## src/sv/tccw_pkg.sv

```systemverilog
package tccw_pkg;

  // Item function codes; the last one is a no-op that still reports the cursor
  typedef enum logic [1:0] {
    FN_PUT   = 2'd0,
    FN_READ  = 2'd1,
    FN_CLEAR = 2'd2,
    FN_NOP   = 2'd3
  } func_e;

  // Character codes with special handling
  localparam logic [7:0] CH_BS       = 8'd8;
  localparam logic [7:0] CH_TAB      = 8'd9;
  localparam logic [7:0] CH_LF       = 8'd10;
  localparam logic [7:0] CH_CR       = 8'd13;
  localparam logic [7:0] CH_PRINT_LO = 8'd32;
  localparam logic [7:0] CH_PRINT_HI = 8'd126;

  // Cell contents: attribute in the high byte, character in the low byte
  localparam logic [15:0] BLANK_CELL = 16'h0720;
  localparam logic [7:0]  TEXT_ATTR  = 8'h07;
  localparam int          TAB_STOP   = 8;

  // Cell update request from the cursor logic
  typedef struct packed {
    logic wr;      // write one cell
    logic blank;   // write a blank instead of the character
    logic scroll;  // cursor ran off the last row
  } put_ctl_t;

  // One result word
  typedef struct packed {
    logic [15:0] read_data;
    logic [6:0]  cursor_col;
    logic [4:0]  cursor_row;
  } rsp_word_t;

endpackage

```

## src/sv/tccw_cursor_calc.sv

```systemverilog
// Cursor movement and cell write for one put-character command
module tccw_cursor_calc import tccw_pkg::*; #(
  parameter int COLUMNS = 80,
  parameter int ROWS    = 25,
  localparam int CW     = $clog2(COLUMNS),
  localparam int RW     = $clog2(ROWS),
  localparam int AW     = $clog2(COLUMNS * ROWS)
) (
  input  logic [CW-1:0] col_i,
  input  logic [RW-1:0] row_i,
  input  logic [7:0]    ch_i,
  output logic [CW-1:0] col_o,
  output logic [RW-1:0] row_o,
  output logic [AW-1:0] addr_o,
  output put_ctl_t      ctl_o
);

  logic [CW:0]   col_inc;
  logic [CW:0]   col_tab;
  logic [CW-1:0] wcol;
  logic [RW-1:0] wrow;
  logic          nl;

  // One extra bit so that reaching the right edge is visible
  assign col_inc = {1'b0, col_i} + (CW+1)'(1);
  assign col_tab = ({1'b0, col_i} + (CW+1)'(TAB_STOP)) & ~(CW+1)'(TAB_STOP - 1);

  always_comb begin
    col_o = col_i;
    row_o = row_i;
    wcol  = col_i;
    wrow  = row_i;
    ctl_o = '0;
    nl    = 1'b0;
    case (ch_i)
      CH_LF: nl = 1'b1;
      CH_CR: col_o = '0;
      CH_BS: begin
        if (col_i != '0) begin
          col_o = col_i - CW'(1);
        end else if (row_i != '0) begin
          row_o = row_i - RW'(1);
          col_o = CW'(COLUMNS - 1);
        end
        // blank the cell under the new position
        wcol        = col_o;
        wrow        = row_o;
        ctl_o.wr    = 1'b1;
        ctl_o.blank = 1'b1;
      end
      CH_TAB: begin
        if (col_tab >= (CW+1)'(COLUMNS)) begin
          nl = 1'b1;
        end else begin
          col_o = col_tab[CW-1:0];
        end
      end
      default: begin
        if (ch_i inside {[CH_PRINT_LO:CH_PRINT_HI]}) begin
          ctl_o.wr = 1'b1;
          if (col_inc == (CW+1)'(COLUMNS)) begin
            nl = 1'b1;
          end else begin
            col_o = col_inc[CW-1:0];
          end
        end
      end
    endcase
    // next line; at the bottom row the screen scrolls and the row stays
    if (nl) begin
      col_o = '0;
      if (row_i == RW'(ROWS - 1)) begin
        ctl_o.scroll = 1'b1;
      end else begin
        row_o = row_i + RW'(1);
      end
    end
  end

  assign addr_o = AW'(wrow) * AW'(COLUMNS) + AW'(wcol);

endmodule

```

## config.mk

```make
export PLATFORM = sky130hd
export DESIGN_NAME = tccw_cursor_calc
export DESIGN_NICKNAME = d
export VERILOG_FILES = /design/src/sv/tccw_pkg.sv /design/src/sv/tccw_cursor_calc.sv
export SDC_FILE = /design/constraint.sdc
export NUM_CORES = 1
export LEC_CHECK = 0
export BUFFER_PORTS_ARGS = -buffer_cell sky130_fd_sc_hd__buf_2
export CAP_MARGIN = 30
export CORE_MARGIN = 3
export CORE_UTILIZATION = 40
export DETAILED_ROUTE_END_ITERATION = 16
export GPL_TIMING_DRIVEN = 1
export SKIP_LAST_GASP = 1
export SYNTH_ARGS = -nofsm -noshare
export SYNTH_HDL_FRONTEND = slang
export SYNTH_SLANG_ARGS = --single-unit
```

## constraint.sdc

```tcl
create_clock -name vclk -period 4.9
set_clock_uncertainty 0.2 [all_clocks]
set_input_delay 0.245 -clock vclk [all_inputs]
set_output_delay 0.245 -clock vclk [all_outputs]
set_load 0.01 [all_outputs]
```

==> flow_metrics.env <==
export IMPL_outcome="completed"
export IMPL_setup_viol=0
export IMPL_max_freq_mhz=232
export IMPL_peakVddDrop_v=0.0000302
export IMPL_worst_ep_required_time_ns=4.45
export IMPL_drt_iter0_drc=91
export IMPL_antenna_left=0
export IMPL_ctsResizeCount=0
export IMPL_ios=46
export IMPL_grt_pass1_wl_um=7520
export IMPL_postCtsHoldBufs=0
export IMPL_fin_setup_tns_ns=0
export IMPL_synth_top_area_cell="ha_1"
export IMPL_synthCells=223
export IMPL_worstSetupPathType="input port to output pin"
export IMPL_hold_class="input port to output pin"
export IMPL_gp_congestion=0.850
export IMPL_hold_slack_ns=0.710
export IMPL_final_max_slew_viol_count=0
export IMPL_power_density_mw_per_mm2=84.4
export IMPL_antenna_cells_inserted=0
export IMPL_p_leak_nw=0.827
export IMPL_rsz0062_at_grt="no"
export IMPL_grt_antenna_before_repair=0
export IMPL_avgSynthCellArea_sq_um=7.08
export IMPL_seq_cells=0
export IMPL_nFillCells=423
export IMPL_core_sq_mm=0.00374
export IMPL_seqCellArea_sq_um=0
export IMPL_drt_pre_antenna_iters=4
export IMPL_post_cts_buffers=0
export IMPL_place_detailed_hpwl_um=3730
export IMPL_synth_distinct_cells=60
export IMPL_synth_nets=264
export IMPL_worst_slew_pin_slew_ns=0.683
export IMPL_drv_cap=0
export IMPL_io_buffers=46
export IMPL_grt_pass1_vias=1562
export IMPL_dieHeight_um=68.8
export IMPL_dieArea_sq_mm=0.00474
export IMPL_final_hold_viol_count=0
export IMPL_grt_start_max_net_pins=16
export IMPL_floorplan_initialDensity_pct=42.2
export IMPL_yosysWarnings=0
export IMPL_synth_top_cell_area_share_pct=15.1
export IMPL_dr_total_vias=1813
export IMPL_end_kind="output pin"
export IMPL_post_drt_wl_per_cell_um=14.9
export IMPL_crit_path_start_kind="input port"
export IMPL_max_slew_margin_pct=54.2
export IMPL_layout_drive_gt1_share_pct=24.5
export IMPL_overflow=0
export IMPL_wl_um=4620
export IMPL_fin_crit_ns=4.32
export IMPL_die_width_um=68.8
export IMPL_finish_net_count=304
export IMPL_track_usage_pct=20.1
export IMPL_synthTopCellsByArea="ha_1 (15%), xnor2_1 (6.1%), nand2_1 (5.2%)"
export IMPL_area_growth_pct=16.4
export IMPL_p_total_uw=155
export IMPL_syn_area_sq_mm=0.00158
export IMPL_min_period_over_period_pct=88.1
export IMPL_viasPerCell=5.87
export IMPL_clkbuf_count=0
export IMPL_num_rows=22
export IMPL_drc=0
export IMPL_path_max_fanout=8
export IMPL_ys_seq_area_share_pct=0
export IMPL_critPathArrivalTime_ns=3.87
-- cell families after synthesis --
family	count (synthesis)	synth area share [%]
and+or+nand+nor	94	34.4
AOI/OAI and AO/OA	61	26.9
buffers and inverters	23	6.34
adders and majority gates	21	17.6
xor gates and xnor gates	14	7.77
muxes	10	7.05
-- worst max-delay path: stages --
cell and delay, ns:
buf_2 0.11, or4_4 0.54, or4_4 0.58, nor3_2 0.35
nand2b_1 0.20, nand2_1 0.09, ha_1 0.29, ha_1 0.23
fa_1 0.38, xor2_1 0.23, o2111ai_1 0.17, xnor2_1 0.20
xnor2_1 0.13, buf_2 0.14
-- per-stage QoR --
step / utilization [%] / cell area [sq um] / instances / setup WS (ns)
after floorplan: - / 1580 / 223 / 0.944
after global placement: 49.1 / 1840 / 309 / 0.682
after detailed placement: 49.1 / 1840 / 309 / 0.597
after CTS: 49.1 / 1840 / 309 / 0.584
after global routing: 49.1 / 1840 / 309 / 0.345
final: 49.1 / 1840 / 309 / 0.582
-- cells in the mapped netlist (4+ instances only) --
cell type	count
nand2_1	22
ha_1	19
nor2_1	15
inv_1	12
nand3_1	12
a21oi_1	11
xnor2_1	11
o211ai_1	9
clkbuf_1	7
nand2b_1	6
o21ai_0	6
a211oi_1	5
a21o_1	5
nand4_1	5
nor3_1	5
a31oi_1	4
mux2_2	4
mux2i_1	4
-- final timing paths --
kind / startpoint / end / slack (ns) / cells after the start
worst max-delay path: ch_i[4] / addr_o[10] / 0.58 / 14
worst min-delay path: col_i[0] / addr_o[0] / 0.71 / 3
-- where the power goes --
part | leakage (nW) | switching, mW | total (mW) | internal (mW)
registers | 0 | 0 | 0 | 0
logic | 0.827 | 0.0892 | 0.155 | 0.0660
clock network | 0 | 0 | 0 | 0
total | 0.827 | 0.0892 | 0.155 | 0.0660
-- final cells by class --
class | count | area [sq um] | area share [%]
inverter | 13 | 53.8 | 2.93
multi-input combinational | 200 | 1480 | 80.5
tap | 48 | 60.1 | 3.27
timing repair buffer | 48 | 245 | 13.3
-- placed cells by master, fill, tap and decap left out, drive strengths merged, types with 8 or more instances in the layout --
master	count
inv	12
xnor2	11
a21oi	11
buf	48
ha	19
o211ai	9
nor2	15
nand3	12
nand2	22
o21ai	8
-- metal layers --
| metal | global-route usage [%] | wire (um) | vias to the layer above |
|---|---|---|---|
| met1 | 31.7 | 2350 | 814 |
| met3 | 1.62 | 311 | 6 |
| met2 | 29.9 | 1900 | 67 |
| li1 | - | - | 926 |
| met4 | 2.68 | 53 | 0 |
| met5 | 0 | 0 | - |
(Power assumes the default switching activity.)
